$ cat src/bba_pkg.sv
// shared types and codes of the buddy block allocator
package bba_pkg;

    localparam logic [2:0] ST_OK      = 3'd0;
    localparam logic [2:0] ST_NOSPACE = 3'd1;
    localparam logic [2:0] ST_BOUNDS  = 3'd2;
    localparam logic [2:0] ST_LEVEL   = 3'd3;
    localparam logic [2:0] ST_ALIGN   = 3'd4;

    localparam logic ACT_ALLOC = 1'b0;

    typedef enum logic [4:0] {
        OP_NONE,
        OP_CLEAR,
        OP_LOAD,
        OP_START,
        OP_RD_CUR,
        OP_RD_SIB,
        OP_RD_PAR,
        OP_DESCEND,
        OP_NEXT_SIB,
        OP_UP,
        OP_WR_FOUND,
        OP_CLAIM_WR,
        OP_F_CLR,
        OP_F_UPWR,
        OP_RESTORE,
        OP_F_SPLWR,
        OP_FIN_OK,
        OP_FIN_ERR,
        OP_FIN_NOSPACE
    } t_op;

    typedef struct packed {
        t_op op;
    } t_cmd;

    typedef struct packed {
        logic clear_done;
        logic is_free;
        logic err;
        logic at_root;
        logic cur_odd;
        logic at_target;
        logic rd_alloc;
        logic rd_split;
    } t_dp_stat;

endpackage

$ cat src/bba_ctrl.sv
// sequencer for search, claim, free and clearing pass
module bba_ctrl (
    input  logic              i_clk,
    input  logic              i_rst_n,
    input  logic              start,
    input  bba_pkg::t_dp_stat i_stat,
    output bba_pkg::t_cmd     o_cmd,
    output logic              busy,
    output logic              o_valid
);

    typedef enum logic [15:0] {
        S_CLEAR   = 16'h0001,
        S_IDLE    = 16'h0002,
        S_DECODE  = 16'h0004,
        S_A_RD    = 16'h0008,
        S_A_CHK   = 16'h0010,
        S_A_BT    = 16'h0020,
        S_C_RD    = 16'h0040,
        S_C_WR    = 16'h0080,
        S_F_RD    = 16'h0100,
        S_F_CLR   = 16'h0200,
        S_F_UP    = 16'h0400,
        S_F_UPCHK = 16'h0800,
        S_F_SIB   = 16'h1000,
        S_F_SCHK  = 16'h2000,
        S_F_PCHK  = 16'h4000,
        S_DONE    = 16'h8000
    } t_state;

    t_state r_state, n_state;

    always_ff @(posedge i_clk) begin
        if (!i_rst_n) begin
            r_state <= S_CLEAR;
        end else begin
            r_state <= n_state;
        end
    end

    always_comb begin
        n_state  = r_state;
        o_cmd.op = bba_pkg::OP_NONE;
        case (r_state)
            S_CLEAR: begin
                o_cmd.op = bba_pkg::OP_CLEAR;
                if (i_stat.clear_done) n_state = S_IDLE;
            end
            S_IDLE: begin
                if (start) begin
                    o_cmd.op = bba_pkg::OP_LOAD;
                    n_state  = S_DECODE;
                end
            end
            S_DECODE: begin
                if (i_stat.err) begin
                    o_cmd.op = bba_pkg::OP_FIN_ERR;
                    n_state  = S_DONE;
                end else begin
                    o_cmd.op = bba_pkg::OP_START;
                    n_state  = i_stat.is_free ? S_F_RD : S_A_RD;
                end
            end
            S_A_RD: begin
                o_cmd.op = bba_pkg::OP_RD_CUR;
                n_state  = S_A_CHK;
            end
            S_A_CHK: begin
                if (i_stat.rd_alloc || (i_stat.at_target && i_stat.rd_split)) begin
                    n_state = S_A_BT;
                end else if (i_stat.at_target) begin
                    o_cmd.op = bba_pkg::OP_WR_FOUND;
                    n_state  = S_C_RD;
                end else begin
                    o_cmd.op = bba_pkg::OP_DESCEND;
                    n_state  = S_A_RD;
                end
            end
            S_A_BT: begin
                // climb while on a right child, then try the right sibling
                if (i_stat.at_root) begin
                    o_cmd.op = bba_pkg::OP_FIN_NOSPACE;
                    n_state  = S_DONE;
                end else if (i_stat.cur_odd) begin
                    o_cmd.op = bba_pkg::OP_NEXT_SIB;
                    n_state  = S_A_RD;
                end else begin
                    o_cmd.op = bba_pkg::OP_UP;
                end
            end
            S_C_RD: begin
                if (i_stat.at_root) begin
                    o_cmd.op = bba_pkg::OP_FIN_OK;
                    n_state  = S_DONE;
                end else begin
                    o_cmd.op = bba_pkg::OP_RD_SIB;
                    n_state  = S_C_WR;
                end
            end
            S_C_WR: begin
                o_cmd.op = bba_pkg::OP_CLAIM_WR;
                n_state  = S_C_RD;
            end
            S_F_RD: begin
                o_cmd.op = bba_pkg::OP_RD_CUR;
                n_state  = S_F_CLR;
            end
            S_F_CLR: begin
                o_cmd.op = bba_pkg::OP_F_CLR;
                n_state  = S_F_UP;
            end
            S_F_UP: begin
                if (i_stat.at_root) begin
                    o_cmd.op = bba_pkg::OP_RESTORE;
                    n_state  = S_F_SIB;
                end else begin
                    o_cmd.op = bba_pkg::OP_RD_PAR;
                    n_state  = S_F_UPCHK;
                end
            end
            S_F_UPCHK: begin
                if (i_stat.rd_alloc) begin
                    o_cmd.op = bba_pkg::OP_F_UPWR;
                    n_state  = S_F_UP;
                end else begin
                    o_cmd.op = bba_pkg::OP_RESTORE;
                    n_state  = S_F_SIB;
                end
            end
            S_F_SIB: begin
                if (i_stat.at_root) begin
                    o_cmd.op = bba_pkg::OP_FIN_OK;
                    n_state  = S_DONE;
                end else begin
                    o_cmd.op = bba_pkg::OP_RD_SIB;
                    n_state  = S_F_SCHK;
                end
            end
            S_F_SCHK: begin
                if (i_stat.rd_alloc || i_stat.rd_split) begin
                    o_cmd.op = bba_pkg::OP_FIN_OK;
                    n_state  = S_DONE;
                end else begin
                    o_cmd.op = bba_pkg::OP_RD_PAR;
                    n_state  = S_F_PCHK;
                end
            end
            S_F_PCHK: begin
                o_cmd.op = bba_pkg::OP_F_SPLWR;
                n_state  = S_F_SIB;
            end
            S_DONE: begin
                n_state = S_IDLE;
            end
            default: begin
                n_state = S_CLEAR;
            end
        endcase
    end

    assign busy    = (r_state != S_IDLE);
    assign o_valid = (r_state == S_DONE);

endmodule

$ cat config.mk
export PLATFORM = sky130hd
export DESIGN_NAME = bba_ctrl
export DESIGN_NICKNAME = d
export VERILOG_FILES = /design/src/bba_pkg.sv /design/src/bba_ctrl.sv
export SDC_FILE = /design/constraint.sdc
export NUM_CORES = 1
export LEC_CHECK = 0
export ABC_AREA = 0
export BUFFER_PORTS_ARGS = -buffer_cell sky130_fd_sc_hd__buf_2
export CORE_UTILIZATION = 50
export CTS_BUF_LIST = sky130_fd_sc_hd__clkbuf_16
export DETAILED_ROUTE_END_ITERATION = 10
export GPL_TIMING_DRIVEN = 0
export PLACE_DENSITY = 0.81
export SYNTH_ARGS = -nofsm -noshare
export SYNTH_HDL_FRONTEND = slang
export SYNTH_SLANG_ARGS = --single-unit
$ cat constraint.sdc
create_clock -name i_clk -period 3.4 [get_ports i_clk]
set_input_delay 1.02 -clock i_clk [delete_from_list [all_inputs] [get_ports i_clk]]
set_output_delay 1.02 -clock i_clk [all_outputs]
set_load 0.005 [all_outputs]
==> results of run 1 <==
[per-stage QoR]
step	util [%]	setup TNS [ns]
final	64.7	0
after CTS	62.7	0
after global routing	64.7	-0.0217
after global placement	59.3	0
after floorplan	-	0
after detailed placement	59.3	0
[final timing paths]
kind          startpoint  slack [ns]     endpoint  cells past startpoint
min reg2reg   r_state[8]        0.56  r_state[10]                      2
min           r_state[8]        0.56  r_state[10]                      2
max reg2reg  r_state[14]        1.27   r_state[3]                      6
max          r_state[14]        0.05     o_cmd[0]                      7
[layout make-up]
type / count / area, sq um
Buffer: 13 / 63.8
Clock buffer: 3 / 75.1
Clock inverter: 1 / 3.75
Fill cell: 192 / 803
Inverter: 5 / 18.8
Multi-Input combinational cell: 129 / 871
Sequential cell: 16 / 320
Tap cell: 28 / 35.0
Timing Repair Buffer: 16 / 85.1
[per-layer routing]
metal	global-route usage, %	vias up	share of wire (%)
met2	47.6	85	46
li1	-	659	-
met4	14.4	0	3.7
met5	0	-	0
met3	5.26	17	8.5
met1	38.7	658	41
[critical path, stage by stage (launching register included)]
cell,delay (ns)
dfxtp_1,0.29
buf_2,0.17
nor4_2,0.43
nand3_2,0.24
or3b_1,0.42
or2_1,0.27
o2111ai_1,0.11
buf_2,0.14
[cell families (layout without fill, tap and decap cells)]
kind of cell / after synthesis / after routing / synth area share [%]
xor+xnor: 6 / 6 / 4.23
simple gates: 96 / 96 / 48.9
buf+inv: 18 / 38 / 6.64
flops: 16 / 16 / 25.8
mux: 1 / 1 / 0.905
compound gates: 26 / 26 / 13.6
[repair_timing]
action,4_1_cts,5_1_grt
setup endpoints to repair,0,3
endpoints found under the hold margin,0,0
gates resized for setup,0,6
buffers inserted,0,2
[Yosys cell counts (2+ instances only)]
library cell  instances  area, sq um
a21oi_1               6         30.0
buf_2                 3         15.0
clkbuf_1              8         30.0
dfxtp_1              16          320
inv_1                 5         18.8
nand2_1              14         52.6
nand2b_1              3         18.8
nand3_1              10         50.1
nand3b_1              2         15.0
nand4_1               4         25.0
nor2_1               14         52.6
nor3_1               13         65.1
nor4_1                3         18.8
nor4_2                4         50.1
nor4_4                2         42.5
nor4b_1               8         70.1
o21ai_0               7         35.0
or2_1                 2         12.5
or4_1                 7         52.6
or4b_1                2         20.0
xnor2_1               3         26.3
xor2_1                3         26.3
[power by group through the flow]
stage / Sequential, W / Combinational, W / Clock, W
floorplan: 0.000199 / 0.0000435 / 0
global placement: 0.000199 / 0.0000610 / 0
detailed placement: 0.000200 / 0.0000628 / 0
CTS: 0.000196 / 0.0000633 / 0.000233
global route: 0.000196 / 0.0000740 / 0.000246
finish: 0.000196 / 0.0000687 / 0.000234
==> results.md, run 1 <==
* Status: completed
* Crit path kind: reg -> out
* Via count at 1419
* Crit start category: flip-flop
* Sw Ratio at 24.8%
* Max_cap viols at 0
* Comb pwr share at 13.8%
* Seq/Total Area, Yosys at 25.8%
* Predominant post-synthesis flop cell: dfxtp_1
* Die width at 51.9 microns
* Ant. Diodes at 0
* Worst Setup End Kind: output pin
* Placed wire-length estimate at 2610 microns
* Largest regs: r_state (16)
* Period Utilization, post-route at 98.4%
* Crit Path Max Fanout at 8
* Switch Pwr at 0.000124 W
* Clock share of power at 46.9%
* Vias/cell at 6.73
* Sequential power share at 39.3%
* Worst endpoint required time at 2.38 ns
* Netlist cell types at 46
* Clock transition at path regs at 0.05 ns
* Fmax at 0.299 GHz
* Cell area after placement at 1350 sq um
* Die height at 51.9 microns
* Commonest cells after routing, fill and taps aside: 17 x buf_2, 16 x dfxtp_1, 14 x nand2_1, 13 x nor3_1, 13 x nor2_1
* H-tree Lvls at 1
* Port Buf Inserts at 14
* Die area at 2690 sq um
* Cell count after synthesis at 163
* Slew Limit Fails at 0
* Layout overhead on the synthesized area at 18.4%
* Drt pass-1 iters at 7
* Iter 0 DRT Violations at 106
* Slew Limit Headroom at 58.8%
* Non-filler cells, final at 211
* DP Cell Count at 205
* All-layer global routing usage at 30.0%
* Nets at 195
* Clock Latency Late Sink at 0.25 ns
* Clk sinks at 16
* Power per cell area at 339 nW/um^2
* Design Area, Final at 1470 sq um
* Final Setup Violations at 0
* Initial Utilization at 54.6%
* Dpl ws at 0.0567 ns
* Hold Crit Class: reg -> reg
* Leakage at 0.583 nW
* Gp weighted congestion at 0.983
* Gr ovfl total at 0
* Num ports at 18
* Setup ws final at 0.0542 ns
* Net Count, Synth at 174
* Largest net degree at the start of global routing at 11
* Asr flop ratio synth at 0%
* Most flop-heavy register: r_state
* DR WL/cell at 17.0 microns
* Syn. warnings at 0
* Slew @ Worst Pin at 0.609 ns
* Root Buffer: clkbuf_16
* Mapped cell area at 1240 sq um
* Hold WS at 0.560 ns
* Routed WL at 3590 microns
* Share of cells above drive strength 1 at 19.1%
* Hold buffers post-CTS at 0
* CTS tree: yes
* FP Rows at 17
* Vias in the first global route at 1266
* #FFs+latches synth at 16
* Arr. time, crit path at 2.33 ns
* CTS buffer count at 3
* Initial antenna violation count at 0
* Min cycle time layout at 3.35 ns
* DR DRC count at 0
* Placeable Area at 2280 sq um
* Most common cell after layout, fill and taps aside: buf_2
* First-pass GRT wire length at 5890 microns
* Syn Area/Cell at 7.63 sq um
* Antenna Nets Post-Route at 0
* Internal at 0.000375 W
* Clock Path Buffers at 2
* Largest register FFs at 16
* Pwr Total at 0.000499 W
* Clock skew at 0.00314 ns
* Maximum VDD drop at 0.248 mV
* Final hold viol count at 0
* Number of synthesized flops with an enable pin at 0
Note: power is estimated with default switching activity, not from simulation.
==> run 2, diff against run 1 <==
--- a/config.mk
+++ b/config.mk
@@ -11,7 +11,7 @@
 export CTS_BUF_LIST = sky130_fd_sc_hd__clkbuf_16
 export DETAILED_ROUTE_END_ITERATION = 10
 export GPL_TIMING_DRIVEN = 0
-export PLACE_DENSITY = 0.81
+export PLACE_DENSITY = 0.84
 export SYNTH_ARGS = -nofsm -noshare
 export SYNTH_HDL_FRONTEND = slang
 export SYNTH_SLANG_ARGS = --single-unit
==> constraint.sdc (replaced) <==
create_clock -name i_clk -period 2.85 [get_ports i_clk]
set_input_delay 0.855 -clock i_clk [delete_from_list [all_inputs] [get_ports i_clk]]
set_output_delay 0.855 -clock i_clk [all_outputs]
set_load 0.005 [all_outputs]
==> run 2 against run 1 <==
Final cell count is 4.7% higher. Global-route usage up 4.1 points. Total power rose by 25%. First-iteration DRC count rose by 65%. Via count increased by 13%. The run now ends with negative setup slack left. Sequential power increased by 19%. Register-to-register slack worse by 0.46 ns. Clock power increased by 17%. Die area did not move. Cell area grew 19%.
==> results.md, run 2 (synthesis results as in run 1) <==
* Placed wire-length estimate at 2610 microns (about the same)
* Fmax at 0.327 GHz
* Power per cell area at 357 nW/um^2 (was 339 nW/um^2)
* Antenna Nets Post-Route at 0 (unchanged)
* Clock Path Buffers at 2 (unchanged)
* Vias/cell at 7.29 (was 6.73)
* Clock transition at path regs at 0.05 ns (about the same)
* Maximum VDD drop at 0.348 mV (was 0.248 mV)
* Via count at 1610 (was 1419)
* Root Buffer: clkbuf_16 (unchanged)
* All-layer global routing usage at 34.1% (was 30.0%)
* Layout overhead on the synthesized area at 40.5% (was 18.4%)
* Crit Path Max Fanout at 7 (was 8)
* Slew @ Worst Pin at 0.624 ns (was 0.609 ns)
* Flop2flop setup slack at 0.81 ns (was 1.27 ns)
* Arr. time, crit path at 2.21 ns (was 2.33 ns)
* CTS tree: yes (unchanged)
* RSZ-0062 raised after global routing: true
* Design Area, Final at 1750 sq um (was 1470 sq um)
* DR WL/cell at 22.3 microns (was 17.0 microns)
* Drt pass-1 iters at 5 (was 7)
* Die width at 51.9 microns (unchanged)
* Most flop-heavy register: r_state (unchanged)
* Gp weighted congestion at 0.988 (was 0.983)
* Max_cap viols at 0 (unchanged)
* CTS buffer count at 3 (unchanged)
* Clock skew at 0.00362 ns (was 0.00314 ns)
* Min cycle time layout at 3.06 ns
* Die area at 2690 sq um (unchanged)
* Nets at 206 (was 195)
* Placeable Area at 2280 sq um (unchanged)
* DR DRC count at 0 (unchanged)
* Largest regs: r_state (16) (unchanged)
* Worst endpoint required time at 2.00 ns (was 2.38 ns)
* Hold Crit Class: reg -> reg (unchanged)
* Share of cells above drive strength 1 at 44.0% (was 19.1%)
* Crit start category: flip-flop (unchanged)
* Hold WS at 0.554 ns (was 0.560 ns)
* Initial Utilization at 54.6% (unchanged)
* Final hold viol count at 0 (unchanged)
* Status: complete, but fails checks (was completed)
* Die height at 51.9 microns (unchanged)
* Dpl ws at -0.195 ns (was 0.0567 ns)
* Setup ws final at -0.210 ns (was 0.0542 ns)
* Port Buf Inserts at 14 (unchanged)
* Cell area after placement at 1350 sq um (unchanged)
* H-tree Lvls at 1 (unchanged)
* Slew Limit Fails at 0 (unchanged)
* First-pass GRT wire length at 6660 microns (was 5890 microns)
* Commonest cells after routing, fill and taps aside: 20 x buf_4, 14 x buf_2, 13 x nand2_1, 11 x nor3_1, 11 x nor2_1 (was 17 x buf_2, 16 x dfxtp_1, 14 x nand2_1, 13 x nor3_1, 13 x nor2_1)
* Slew Limit Headroom at 57.8% (was 58.8%)
* Period Utilization, post-route at 107%
* FP Rows at 17 (unchanged)
* Iter 0 DRT Violations at 175 (was 106)
* Largest net degree at the start of global routing at 11 (unchanged)
* Final Setup Violations at 4 (was 0)
* Num ports at 18 (unchanged)
* Fill count at 136 (was 192)
* Routed WL at 4940 microns (was 3590 microns)
* Initial antenna violation count at 0 (unchanged)
* Largest register FFs at 16 (unchanged)
* Gr ovfl total at 0 (unchanged)
* Clk sinks at 16 (unchanged)
* Clock Latency Late Sink at 0.25 ns (about the same)
* Ant. Diodes at 0 (unchanged)
* Hold buffers post-CTS at 0 (unchanged)
* Failing checks: negative setup slack
* Crit path kind: reg -> out (unchanged)
* Worst Setup End Kind: output pin (unchanged)
* Most common cell after layout, fill and taps aside: buf_4 (was buf_2)
* Vias in the first global route at 1450 (was 1266)
* Leakage at 0.695 nW (was 0.583 nW)
==> run 2: changes by cell type in the layout (fill, tap and decap cells not counted), sizes merged <==
cell | previous run | this run
buf | 21 | 36
clkbuf | 11 | 7
clkinv | 1 | 0
==> run 2: final timing paths <==
| check | startpoint | end | cells past startpoint |
|---|---|---|---|
| min | r_state[3] | r_state[4] | 2 |
| max | r_state[10] | o_cmd[1] | 8 |
| max reg2reg | r_state[10] | r_state[3] | 9 |
| min reg2reg | r_state[3] | r_state[4] | 2 |
==> run 2: layout make-up <==
type                    count  area, sq um  area share (%)
multi-input cells         129         1020            58.1
flip-flops and latches     16          340            19.5
repair buffers             33          213            12.2
clock buffers               3         75.1            4.29
plain buffers               7         50.0            2.86
well taps                  28         35.0            2.00
inverters                   5         18.8            1.07
==> run 2: routing by layer <==
layer	routed length (microns)	vias to the layer above	GRT usage (%)	share of wire (%)
met5	0	-	0	0
met4	314	0	19.8	6.4
met3	639	46	5.85	13
met2	2230	151	54.7	45
met1	1760	737	42.2	36
li1	-	676	-	-
==> run 2: timing repair <==
item                                    CTS  global route
pin swaps                                16            16
resized for setup                        34            26
buffers inserted                         13             6
endpoints found under the setup margin    6             6
==> run 2: worst max-delay path: stages, from the launching register on <==
cell,delay [ns]
dfxtp_2,0.31
buf_6,0.13
nor4_4,0.34
buf_4,0.20
nand2_2,0.06
or4b_1,0.50
a21oi_1,0.18
or4_1,0.13
buf_2,0.11
==> run 2: power breakdown <==
| group | total (W) | internal [W] | switching, W |
|---|---|---|---|
| sequential | 0.000233 | 0.000225 | 0.00000792 |
| combinational | 0.000118 | 0.0000493 | 0.0000683 |
| clock | 0.000273 | 0.000184 | 0.0000884 |
| total | 0.000624 | 0.000459 | 0.000165 |
==> run 2: stage by stage <==
step / power [W] / std cells / TNS, ns / utilization, %
final: 0.000624 / 221 / -0.456 / 76.8
after global routing: 0.000638 / 221 / -0.720 / 76.8
after floorplan: 0.000289 / 163 / 0 / -
after detailed placement: 0.000312 / 205 / -0.323 / 59.3
after CTS: 0.000595 / 215 / -0.134 / 70.5
after global placement: 0.000310 / 205 / -0.198 / 59.3
